**config.mk**
```make
export PLATFORM = sky130hd
export DESIGN_NAME = crs_cell
export DESIGN_NICKNAME = d
export VERILOG_FILES = /design/src/sv/crs_pkg.sv /design/src/sv/crs_cell.sv
export SDC_FILE = /design/constraint.sdc
export NUM_CORES = 1
export LEC_CHECK = 0
export BUFFER_PORTS_ARGS = -buffer_cell sky130_fd_sc_hd__buf_4
export CAP_MARGIN = 10
export CORE_AREA = 2 2 182 184
export DETAILED_ROUTE_END_ITERATION = 10
export DIE_AREA = 0 0 184 186
export PLACE_DENSITY_LB_ADDON = 0.05
export REMOVE_ABC_BUFFERS = 1
export SLEW_MARGIN = 20
export SYNTH_ARGS = -nofsm -noshare
export SYNTH_HDL_FRONTEND = slang
export SYNTH_SLANG_ARGS = --single-unit
```
**constraint.sdc**
```tcl
create_clock -name i_clk -period 15.9 [get_ports i_clk]
set_input_delay 3.18 -clock i_clk [delete_from_list [all_inputs] [get_ports i_clk]]
set_output_delay 3.18 -clock i_clk [all_outputs]
set_load 0.01 [all_outputs]
```
**src/sv/crs_pkg.sv**
```systemverilog
// Shared types and constants of the coalescing range set.
package crs_pkg;

    localparam int KEY_W = 64;
    localparam int ADD_W = 32;
    localparam int RC_W  = 7;

    localparam logic [KEY_W-1:0] SIGN_FLIP = {1'b1, {(KEY_W-1){1'b0}}};

    typedef enum logic [0:0] {
        OP_ADD   = 1'b0,
        OP_QUERY = 1'b1
    } t_op;

    typedef enum logic [2:0] {
        ACT_NONE,
        ACT_LOW,
        ACT_HIGH,
        ACT_BRIDGE,
        ACT_INSERT
    } t_act;

    typedef struct packed {
        logic eval;
        logic apply;
        t_act act;
    } t_cell_ctrl;

    typedef struct packed {
        logic cov;
        logic join_low;
        logic join_high;
    } t_cell_flags;

endpackage

```
**src/sv/crs_cell.sv**
```systemverilog
// One cell of the sorted range row: holds one range and shifts with its neighbours.
module crs_cell (
    input  logic                          i_clk,
    input  crs_pkg::t_cell_ctrl           i_ctrl,
    input  logic [crs_pkg::KEY_W-1:0]     i_key,
    input  logic                          i_valid,
    input  logic                          i_le_left,
    input  logic                          i_le_right,
    input  logic [crs_pkg::KEY_W-1:0]     i_left_first,
    input  logic [crs_pkg::KEY_W-1:0]     i_left_last,
    input  logic [crs_pkg::KEY_W-1:0]     i_right_first,
    input  logic [crs_pkg::KEY_W-1:0]     i_right_last,
    output logic                          o_le,
    output logic [crs_pkg::KEY_W-1:0]     o_first,
    output logic [crs_pkg::KEY_W-1:0]     o_last,
    output crs_pkg::t_cell_flags          o_flags
);

    logic [crs_pkg::KEY_W-1:0] r_first;
    logic [crs_pkg::KEY_W-1:0] r_last;
    logic                      r_low;
    logic                      r_pos;
    logic                      r_ge;
    logic                      r_cov;
    logic                      r_jl;
    logic                      r_jh;
    logic                      w_low;
    logic                      w_pos;

    assign o_le    = i_valid & (r_first <= i_key);
    assign o_first = r_first;
    assign o_last  = r_last;

    // The cell just below the frame and the cell at its insertion point.
    assign w_low = o_le & ~i_le_right;
    assign w_pos = ~o_le & i_le_left;

    always_ff @(posedge i_clk) begin
        if (i_ctrl.eval) begin
            r_low <= w_low;
            r_pos <= w_pos;
            r_ge  <= ~o_le;
            r_cov <= w_low & (r_last >= i_key);
            r_jl  <= w_low & (i_key != '0) & (r_last == i_key - 1'b1);
            r_jh  <= w_pos & i_valid & (i_key != '1) & (r_first == i_key + 1'b1);
        end
        if (i_ctrl.apply) begin
            case (i_ctrl.act)
                crs_pkg::ACT_BRIDGE: begin
                    if (r_low) begin
                        r_last <= i_right_last;
                    end else if (r_ge) begin
                        r_first <= i_right_first;
                        r_last  <= i_right_last;
                    end
                end
                crs_pkg::ACT_LOW: begin
                    if (r_low) begin
                        r_last <= i_key;
                    end
                end
                crs_pkg::ACT_HIGH: begin
                    if (r_pos) begin
                        r_first <= i_key;
                    end
                end
                crs_pkg::ACT_INSERT: begin
                    if (r_pos) begin
                        r_first <= i_key;
                        r_last  <= i_key;
                    end else if (r_ge) begin
                        r_first <= i_left_first;
                        r_last  <= i_left_last;
                    end
                end
                default: begin
                end
            endcase
        end
    end

    assign o_flags.cov       = r_cov;
    assign o_flags.join_low  = r_jl;
    assign o_flags.join_high = r_jh;

endmodule

```
; Word-level counts from Yosys, hierarchy flattened
; Index checks and enable logic that the tools add are counted.
[op_classes]
addsub = 2
n_lt_le_gt_ge = 2
eq_ne = 13
muxes = 12
bitwise_logic = 11
reduce_logical = 5
[ops]
columns = operator, n
row1 = two-way mux 64 bit, 10
row2 = one-hot mux 64 bit (3 select lines), 2
row3 = == test 64 bit, 2
row4 = adder 64 x 1 -> 64 bit (second input constant), 1
row5 = greater-or-equal comparator 64 bit, 1
row6 = <= comparator 64 bit, 1
row7 = inequality test 64 bit (second input constant), 1
row8 = nonzero test 64 bit, 1
row9 = subtractor 64 x 1 -> 64 bit (second input constant), 1
row10 = AND 1 bit, 9
row11 = inequality test 2 bit (second input constant), 4
row12 = == test 3 x 2 -> 1 bit (second input constant), 2
row13 = inequality test 3 bit (second input constant), 2
row14 = AND reduction 6 bit, 1
row15 = nonzero test 3 bit, 2
row16 = AND reduction 5 bit, 1
row17 = == test 3 x 1 -> 1 bit (second input constant), 1
row18 = == test 3 bit (second input constant), 1
row19 = NOT 1 bit, 2
[totals]
reg_bits = 134
inputBits = 329

; Logic depth before layout (Yosys ltp)
; Gate-level depths: netlist of the first run.
[depth]
word_depth = 7
ltp_mapped = 13
ltp_nobuf = 11

; Worst setup path after synthesis of the first run
; Ideal clock, no wire load.
[synth_timing]
path_kind = input to output
start = input i_key[24] (netlist bit)
end = output o_le
t_arrival_ps = 5413
required_time_ps = 12720
path_slack_ps = 7307
stages = 11
n_path_buf = 1
cell_sequence = clkbuf_1 > inv_1 > ha_1 > nand4_1 > nor4_1 > nand3_1 > or4_1 > inv_1 > a21oi_1 > a31o_2 > inv_1
[synth_via]
elab_chain_cells = 2
[synth_rtl]
columns = item, line
row1 = start: declaration, crs_cell.sv:5  ; input logic [crs_pkg::KEY_W-1:0] i_key,
row2 = <= comparator 64 bit, crs_cell.sv:30  ; assign o_le = i_valid & (r_first <= i_key);
row3 = AND 1 bit, crs_cell.sv:30
row4 = end: declaration, crs_cell.sv:13  ; output logic o_le,
; Every way passes these cells.

; Final worst setup path of the first run
; Ends and elaborated chain as after synthesis.

==> results.cfg, run 1 <==
[outcome]
status = complete, no violations

[sta]
fin_crit_sh_pct = 56.3
max_freq_mhz = 112
setup_tns_ns = 0
rsz0062_at_grt = false
setup_viol = 0
finalHoldViolCount = 0
layout_min_cycle_time_ns = 8.95
clock_skew_ns = 0.0140
slew_viol_final = 0
slew_headroom_pct = 24.4
tightest_slew_ns = 1.13

[synth]
netlist_area_mm2 = 0.0154
syn_inst = 1778
ys_seq_area_share_pct = 26.1
async_reset_ff_share_pct = 0
ys_ff_latch = 134
synth_warnings = 0
synth_flop_cell = edfxtp_1
avgSynthCellArea_um2 = 8.66
synth.distinct_cells = 73
synth-edff-count = 134

[floorplan]
die_y_um = 186
dieArea_mm2 = 0.0342
start_util_pct = 47.8
coreArea_mm2 = 0.0322
fp.dieW_um = 184
placement_rows = 66
num_io_pins = 461

[detailed_routing]
drt_first_iter_violations = 1726
wirelength_um = 63800
first_pass_iters = 6
ant_nets = 0
via_per_inst = 6.48
drt-wirelength-per-cell_um = 25.1
vias = 16500
drc = 0

[global_route]
grt_pass1_wl_um = 94300
grt_pass1_vias = 15700
grt_overflow = 0
grt_usage_pct = 36.5
antenna_found_initial = 2
grt_max_degree = 97

[clock_network]
clk_pin_slew_ns = 0.07
cts_setup_buffers = 0
cts_tree = built
htree_levels = 4
cts_resized = 0
clockBufferDepth = 2
cts_made_buffers = 17
clkLatencyLatePin_ns = 0.46
cts-hold-fix-buffers = 0
cts_sinks = 134
cts_root_buf = clkbuf_16

[setup_path]
r2r_start = o_last[41]
path_buf_inv = 5
crit_arrival_ns = 5.77
required_ns = 12.72
r2r_slack_ns = 12.64
cp-end-kind = output pin
crit_slowest_cell = or4_1
cpMostUsedCell = inv_1
crit_start = i_key[24]
max_stage_delay_ns = 0.61
cp_max_fo = 12
cp-start-kind = input port
crit_chain = buf_4 -> inv_1 -> ha_1 -> nand4_1 -> nor4_1 -> nand3_1 -> or4_1 -> inv_1 -> a21oi_1 -> a31o_2 -> inv_1 -> buf_4
cpLargestDelayFamily = simple AND/OR/NAND/NOR gates
setup.worst_path.class = in -> out

[power]
power_leakage_nw = 8.05
ir_drop_uv = 73.8
powerDensity_mw_per_mm2 = 63.1

[cells_and_area]
fin_util_pct = 60.5
drive_above_1_share_pct = 25.1
syn_to_final_growth_pct = 26.5
layout.nets = 2582

[place]
place_congestion = 1.04
place_hpwl_um = 49100
portBuffers = 460

[min_path]
min_from = o_last[62]
hold_path.class = reg -> reg

[run]
cap_violations = 0
[metal layers]
metal  vias to the layer above  wire (µm)  GRT usage, %
li1                       7530          -             -
met1                      7961      25600          47.1
met2                       891      30500          61.6
met3                       123       5660          6.63
met4                         0       1950          11.9
met5                         -          0             0
[tightest hold or removal path: cells and delay by family (launching register included)]
family                     cells  cell delay (ns)
AOI/OAI and AO/OA              2             0.18
adders and majority gates      1             0.16
and+or+nand+nor                1             0.06
DFF                            1             0.39
[area by class of cell]
cell class,count,area [µm²]
Antenna cell,2,5.00
Clock buffer,21,440
Clock inverter,11,109
Fill cell,2851,12700
Inverter,121,455
Multi-Input combinational cell,1372,10300
Sequential cell,134,4020
Tap cell,408,510
Timing Repair Buffer,477,3580
[through the flow]
step	std cells	power [mW]	cell area [µm²]	hold WS (ns)	setup slack, ns
after floorplan	1627	0.637	14800	0.872	5.74
after global placement	2512	0.823	18900	0.870	7.00
after detailed placement	2512	0.831	18900	0.865	6.94
after CTS	2544	1.22	19500	0.894	6.94
after global routing	2546	1.28	19500	0.942	6.80
final	2546	1.23	19500	0.897	6.95
[path summary, 6_finish.rpt]
path | to | depth (start not counted)
max | o_le | 12
min | r_cov | 4
max reg2reg | r_cov | 10
min reg2reg | r_cov | 4
[flip-flops by register name, summed over array words and instances (netlist names)]
register  flops
o_first      64
o_last       64
r_cov         1
r_ge          1
r_jh          1
r_jl          1
r_low         1
r_pos         1
[kinds of logic (layout without fill, tap and decap cells)]
logic type | count (synthesis) | in the layout | synth area share [%]
compound gates | 514 | 514 | 24.9
simple gates | 485 | 485 | 17.1
buf+inv | 272 | 630 | 6.96
xor+xnor | 181 | 181 | 10.3
flops | 134 | 134 | 26.1
fa+ha+maj | 131 | 131 | 10.6
mux | 61 | 61 | 3.98
other cells | 0 | 2 | 0
[synthesized netlist by cell type, types with 51 or more instances]
cell type	instances	area (µm²)
o22a_1	163	1430
edfxtp_1	134	4020
ha_1	130	1630
clkbuf_1	120	450
inv_1	119	447
xnor2_1	118	1030
nor2_1	107	402
a21oi_1	78	390
nand2_1	65	244
xor2_1	63	552
mux2i_1	59	591
nand4_1	58	363
nor3_1	51	255
[where the power goes]
part,leakage [nW],internal [mW],total (mW),switching [mW]
clock,0.261,0.228,0.398,0.170
sequential,1.23,0.412,0.431,0.0189
combinational,6.56,0.184,0.400,0.215
total,8.05,0.824,1.23,0.405
[placed cells by master, fill, tap and decap left out, drive strengths merged, types with 8 or more instances in the layout]
cell type  synthesis  final
nor4              36     36
a211oi             9      9
xor2              63     63
or4               18     18
o22a             163    163
a21o              34     34
nand3             43     43
nor2b             11     11
clkinv             1      8
nand2             65     65
buf               31    477
nor2             107    107
and4              13     13
or2               10     10
o22ai             50     50
and3              16     16
nor3              54     54
inv              120    120
or3               21     21
mux2i             59     59
a221oi            49     49
a21oi             78     78
ha               130    130
nand4             58     58
a22oi             49     49
edfxtp           134    134
xnor2            118    118
clkbuf           120     21
o21ai             30     30
Power figures use the tool's default switching activity.
==> run 2, diff against run 1 <==
--- a/config.mk
+++ b/config.mk
@@ -5,11 +5,12 @@
 export SDC_FILE = /design/constraint.sdc
 export NUM_CORES = 1
 export LEC_CHECK = 0
+export ABC_AREA = 1
 export BUFFER_PORTS_ARGS = -buffer_cell sky130_fd_sc_hd__buf_4
 export CAP_MARGIN = 10
-export CORE_AREA = 2 2 182 184
+export CORE_AREA = 2 2 181 183
 export DETAILED_ROUTE_END_ITERATION = 10
-export DIE_AREA = 0 0 184 186
+export DIE_AREA = 0 0 183 185
 export PLACE_DENSITY_LB_ADDON = 0.05
 export REMOVE_ABC_BUFFERS = 1
 export SLEW_MARGIN = 20
==> constraint.sdc (replaced) <==
create_clock -name i_clk -period 9.1 [get_ports i_clk]
set_input_delay 1.82 -clock i_clk [delete_from_list [all_inputs] [get_ports i_clk]]
set_output_delay 1.82 -clock i_clk [all_outputs]
set_load 0.01 [all_outputs]
==> run 2 against run 1 <==
Compared with the run above:
- synthesized cell count rose by 40%
- critical endpoint unchanged
- cell count rose by 29%
- area after synthesis rose by 6.7%
- clock-buffer cell count fell by 1
- sequential share of layout area fell by 1.0 points
- clock power rose by 73%
- total power rose by 87%
- core utilization rose by 3.5 points
- sequential cell count did not move
- global-route usage rose by 4.4 points
==> results.cfg, run 2 <==
[outcome]
status = complete, no violations

[sta]
finalHoldViolCount = 0
setup_viol = 0
rsz0062_at_grt = false
whs_ns = 0.957
layout_min_cycle_time_ns = 6.23
fin_crit_sh_pct = 68.5
clock_skew_ns = 0.0107
setup_slack_ns = 2.87
setup_tns_ns = 0
max_freq_mhz = 160
slew_viol_final = 0
tightest_slew_ns = 1.13
slew_headroom_pct = 24.9

[detailed_routing]
drt_first_iter_violations = 2003
drt-wirelength-per-cell_um = 21.8
ant_nets = 0
via_per_inst = 6.00
vias = 19700
wirelength_um = 71400
first_pass_iters = 6
drc = 0

[cells_and_area]
regArea_mm2 = 0.00402
drive_above_1_share_pct = 19.3
fill_cells = 2919
layout.nets = 3315
final_cell_area_mm2 = 0.0205
final_cell_mix = 739 x nand2_1, 470 x buf_4, 305 x nor2_1
fin_cells = 3278
multi_input_area_mm2 = 0.0108
fin_util_pct = 63.9
layout_commonest_cell = nand2_1
syn_to_final_growth_pct = 24.7

[power]
p_sw_mw = 0.831
power_leakage_nw = 9.85
powerDensity_mw_per_mm2 = 112
pwr-share-clk_pct = 30.0
share_comb_of_total_power_pct = 35.6
seq_power_share_pct = 34.5
p_total_mw = 2.29
switching_share_pct = 36.2
internal_power_mw = 1.46
ir_drop_uv = 146

[place]
dp_slack_ns = 3.05
dp.cells = 3245
place_hpwl_um = 56600
postPlaceCellArea_mm2 = 0.0199
portBuffers = 460
place_congestion = 1.03

[global_route]
grt_pass1_vias = 18400
grt_max_degree = 73
antenna_found_initial = 1
grt_overflow = 0
grt_pass1_wl_um = 106000
grt_usage_pct = 40.9

[floorplan]
start_util_pct = 51.3
dieArea_mm2 = 0.0339
num_io_pins = 461
placement_rows = 66
die_y_um = 185
coreArea_mm2 = 0.0320
fp.dieW_um = 183

[synth]
synth.top_cells.by_count = 741 x nand2_1, 305 x nor2_1, 288 x inv_1
synth_largest_area_cell = edfxtp_1
netlist_top_cells_area = edfxtp_1 24%, nand2_1 17%, ha_1 9.9%
synth.distinct_cells = 45
synth_warnings = 0
syn_inst = 2491
synth_top_area_share_pct = 24.5
synth-edff-count = 134
ys_ff_latch = 134
async_reset_ff_share_pct = 0
netlist_area_mm2 = 0.0164
yosysMostFrequentCell = nand2_1
ys_seq_area_share_pct = 24.5
synth_flop_cell = edfxtp_1
avgSynthCellArea_um2 = 6.59

[setup_path]
cp-start-kind = input port
setup.worst_path.class = in -> out
crit_arrival_ns = 4.41
crit_chain = buf_4 -> clkinv_1 -> ha_1 -> nand3_1 -> inv_1 -> nand4_1 -> inv_1 -> nand2_1 -> nor2_1 -> and3_1 -> nand3b_1 -> nand2_1 -> nand2_1 -> inv_1 -> buf_4
crit_slowest_cell = ha_1
r2r_start = r_pos
required_ns = 7.28
crit_start = i_key[61]
rr_worst_depth = 5
max_stage_delay_ns = 0.42
cp-end-kind = output pin
cp_max_fo = 8
worstReg2RegEnd = o_first[37]
r2r_slack_ns = 5.85

[clock_network]
cts_made_buffers = 17
htree_levels = 4
cts-hold-fix-buffers = 0
cts_root_buf = clkbuf_16
clkLatencyLatePin_ns = 0.46
clk_pin_slew_ns = 0.06
cts_resized = 0
cts_sinks = 134
cts_tree = built
cts_setup_buffers = 0
clockBufferDepth = 2

[min_path]
min_from = o_first[55]
hold_path.class = reg -> reg
holdPathEnd = r_jh
min_path_cells = 5

[run]
cap_violations = 0
==> run 2: cell types whose count changed in the layout (fill, tap and decap cells not counted), sizes merged, moves of 126 or more <==
cell / previous run / this run
inv: 120 / 289
o22a: 163 / 0
nor2: 107 / 339
a21oi: 78 / 204
o221ai: 1 / 130
nand2: 65 / 749
==> run 2: per-layer routing <==
| layer | wire length (µm) | part of all wire (%) | vias up | global-route usage (%) |
|---|---|---|---|---|
| met5 | 0 | 0 | - | 0 |
| met4 | 2180 | 3.1 | 0 | 13.7 |
| met3 | 7670 | 11 | 149 | 7.22 |
| met2 | 32800 | 46 | 1305 | 66.8 |
| met1 | 28800 | 40 | 9193 | 54.7 |
| li1 | - | - | 9015 | - |
==> run 2: layout make-up <==
type	instances	area share [%]
Tap cell	408	2.49
Clock inverter	12	0.544
Antenna cell	1	0.0122
Sequential cell	134	19.6
Timing Repair Buffer	470	17.2
Multi-Input combinational cell	1941	52.6
Inverter	292	5.38
Clock buffer	20	2.13
==> run 2: cells by family (layout without fill, tap and decap cells) <==
| family | count (synthesis) | in the layout | share of synthesized area [%] |
|---|---|---|---|
| AO/OA/AOI/OAI | 396 | 396 | 15.3 |
| XOR/XNOR | 137 | 137 | 7.39 |
| adder cells (fa/ha/maj) | 130 | 130 | 9.90 |
| buffers and inverters | 416 | 794 | 10.2 |
| flip-flops | 134 | 134 | 24.5 |
| other | 0 | 1 | 0 |
| AND/OR/NAND/NOR | 1278 | 1278 | 32.7 |
==> run 2: power groups by stage <==
stage / clock, mW / sequential, mW / combinational (mW)
3_3_place_gp: 0 / 0.799 / 0.770
5_1_grt: 0.702 / 0.793 / 0.880
4_1_cts: 0.681 / 0.788 / 0.795
3_5_place_dp: 0 / 0.800 / 0.789
2_1_floorplan: 0 / 0.809 / 0.398
6_report: 0.687 / 0.791 / 0.815
==> run 2: how the worst max path moves through the flow <==
stage	slack (ns)	cells past startpoint	end
2_1_floorplan	-0.12	6	o_first[0]
3_3_place_gp	3.08	15	o_le
3_5_place_dp	3.05	16	o_le
4_1_cts	3.03	16	o_le
5_1_grt	2.84	15	o_le
6_report	2.87	15	o_le
==> run 2: critical path: cells and delay by family <==
kind	cells	cell delay [ns]
fa+ha+maj	1	0.42
buf+inv	6	0.77
simple gates	8	1.38
==> run 3, diff against run 2 <==
--- a/config.mk
+++ b/config.mk
@@ -5,12 +5,12 @@
 export SDC_FILE = /design/constraint.sdc
 export NUM_CORES = 1
 export LEC_CHECK = 0
-export ABC_AREA = 1
+export ABC_AREA = 0
 export BUFFER_PORTS_ARGS = -buffer_cell sky130_fd_sc_hd__buf_4
 export CAP_MARGIN = 10
-export CORE_AREA = 2 2 181 183
+export CORE_MARGIN = 2
+export CORE_UTILIZATION = 49
 export DETAILED_ROUTE_END_ITERATION = 10
-export DIE_AREA = 0 0 183 185
 export PLACE_DENSITY_LB_ADDON = 0.05
 export REMOVE_ABC_BUFFERS = 1
 export SLEW_MARGIN = 20
==> constraint.sdc (replaced) <==
create_clock -name i_clk -period 5.6 [get_ports i_clk]
set_input_delay 1.12 -clock i_clk [delete_from_list [all_inputs] [get_ports i_clk]]
set_output_delay 1.12 -clock i_clk [all_outputs]
set_load 0.01 [all_outputs]
==> run 3 against run 2 <==
Compared with the run above:
- first-iteration DRC count shrank 16%
- non-clock buffer count increased by 8
- clock-buffer cell count fell by 2
- core utilization fell by 0.39 points
- clock power rose by 73%
- largest power group is now sequential cells
- sequential share of layout area grew 0.95 points
- total power increased by 56%
- setup slack worse by 2.1 ns
- critical path depth fell by 3
- die area down 3.0%
- routed wire length fell by 9.1%
- sequential power is 54% higher
- highest routed layer unchanged
==> results.cfg, run 3 (synthesis gave the netlist of run 1 again) <==
[floorplan]
fp.dieW_um = 181
placement_rows = 64
die_y_um = 181
start_util_pct = 50.1
dieArea_mm2 = 0.0329
coreArea_mm2 = 0.0307
num_io_pins = 461

[cells_and_area]
drive_above_1_share_pct = 25.4
final_cell_area_mm2 = 0.0195
layout_commonest_cell = buf_4
fin_util_pct = 63.5
fill_cells = 2717
fin_cells = 2534
multi_input_area_mm2 = 0.0103
syn_to_final_growth_pct = 26.9
regArea_mm2 = 0.00402
layout.nets = 2583
final_cell_mix = 474 x buf_4, 163 x o22a_1, 134 x edfxtp_1

[sta]
rsz0062_at_grt = false
tightest_slew_ns = 1.15
setup_viol = 0
whs_ns = 0.888
layout_min_cycle_time_ns = 4.88
max_freq_mhz = 205
finalHoldViolCount = 0
slew_viol_final = 0
clock_skew_ns = 0.0140
slew_headroom_pct = 23.6
setup_tns_ns = 0
setup_slack_ns = 0.720
fin_crit_sh_pct = 87.1

[power]
internal_power_mw = 2.39
switching_share_pct = 32.9
powerDensity_mw_per_mm2 = 182
power_leakage_nw = 8.09
p_sw_mw = 1.17
ir_drop_uv = 205
share_comb_of_total_power_pct = 32.4
seq_power_share_pct = 34.3
pwr-share-clk_pct = 33.3
p_total_mw = 3.57

[detailed_routing]
drt-wirelength-per-cell_um = 25.6
drc = 0
wirelength_um = 64900
vias = 16700
route.met2.wl_um = 31000
drt_first_iter_violations = 1683
via_per_inst = 6.58
met1_length_um = 25700
top_layer = met4
first_pass_iters = 6
ant_nets = 0
met3_length_um = 5880

[clock_network]
clkLatencyLatePin_ns = 0.46
htree_levels = 4
cts_setup_buffers = 0
clockBufferDepth = 2
clk_pin_slew_ns = 0.07
cts_sinks = 134
cts_resized = 0
cts_root_buf = clkbuf_16
cts_made_buffers = 17
cts-hold-fix-buffers = 0
cts_tree = built

[min_path]
min_path_cells = 4
min_from = o_last[63]
hold_path.class = reg -> reg
holdPathEnd = r_cov

[setup_path]
path_buf_inv = 4
setup.worst_path.class = in -> out
required_ns = 4.48
crit_slowest_cell = nor4b_1
crit_arrival_ns = 3.76
crit_chain = buf_4 -> inv_1 -> ha_1 -> and4_1 -> nor4b_1 -> a221oi_1 -> o21ai_0 -> a221oi_1 -> a21oi_1 -> a31o_2 -> inv_1 -> buf_4
cpLargestDelayFamily = simple AND/OR/NAND/NOR gates
cp-start-kind = input port
worstReg2RegEnd = r_jl
cp-end-kind = output pin
max_stage_delay_ns = 0.75
r2r_slack_ns = 2.26
r2r_start = o_first[27]
rr_worst_depth = 10
cp_max_fo = 10

[place]
place_hpwl_um = 50000
place_congestion = 1.06
dp.cells = 2501
postPlaceCellArea_mm2 = 0.0189
dp_slack_ns = 0.816
portBuffers = 460

[global_route]
grt_max_degree = 97
antenna_found_initial = 2
grt_pass1_wl_um = 97000
grt_usage_pct = 38.3
grt_overflow = 0
grt_pass1_vias = 16200

[run]
cap_violations = 0

[outcome]
status = complete, no violations
## run 3: cell types whose count changed in the layout (fill, tap and decap cells not counted), moves of 59 or more
cell,previous run,this run
xnor2_1,46,118
a21oi_1,204,77
nor2_1,305,103
inv_1,286,119
o221ai_1,130,1
mux2i_1,0,59
nand3_1,104,43
o22a_1,0,163
nand2_1,739,65
## run 3: final cells by class
cell class,instances,area share [%]
sequential,134,20.6
inverter,121,2.32
tap,396,2.54
clock inverter,13,0.807
clock buffer,18,2.20
timing repair buffer,478,18.6
antenna,2,0.0256
multi-input combinational,1372,52.9
## run 3: how the worst max path moves through the flow
stage            endpoint       from  cells past startpoint  slack, ns
2_1_floorplan  o_first[0]  i_ctrl[2]                      5      -2.50
3_3_place_gp         o_le  i_key[45]                     12       0.80
3_5_place_dp         o_le  i_key[24]                     12       0.82
4_1_cts              o_le  i_key[24]                     12       0.80
5_1_grt              o_le  i_key[24]                     12       0.59
6_report             o_le  i_key[43]                     12       0.72
## run 3: worst register-to-register path, delay by kind of cell (launching register included)
family / cells / cell delay [ns]
AO/OA/AOI/OAI: 2 / 0.31
adder cells (fa/ha/maj): 1 / 0.35
buffers and inverters: 1 / 0.08
flip-flops: 1 / 0.48
AND/OR/NAND/NOR: 6 / 1.99
## run 3: per-layer routing
| layer | GRT usage (%) | vias up |
|---|---|---|
| li1 | - | 7526 |
| met1 | 48.2 | 8043 |
| met2 | 64.7 | 955 |
| met3 | 7.66 | 158 |
| met4 | 14.7 | 0 |
| met5 | 0 | - |
## run 3: power by group through the flow
stage / clock network [mW] / registers, mW / logic (mW)
floorplan: 0 / 1.25 / 0.558
global placement: 0 / 1.24 / 1.10
detailed placement: 0 / 1.24 / 1.13
CTS: 1.20 / 1.22 / 1.14
global route: 1.23 / 1.23 / 1.24
finish: 1.19 / 1.22 / 1.15
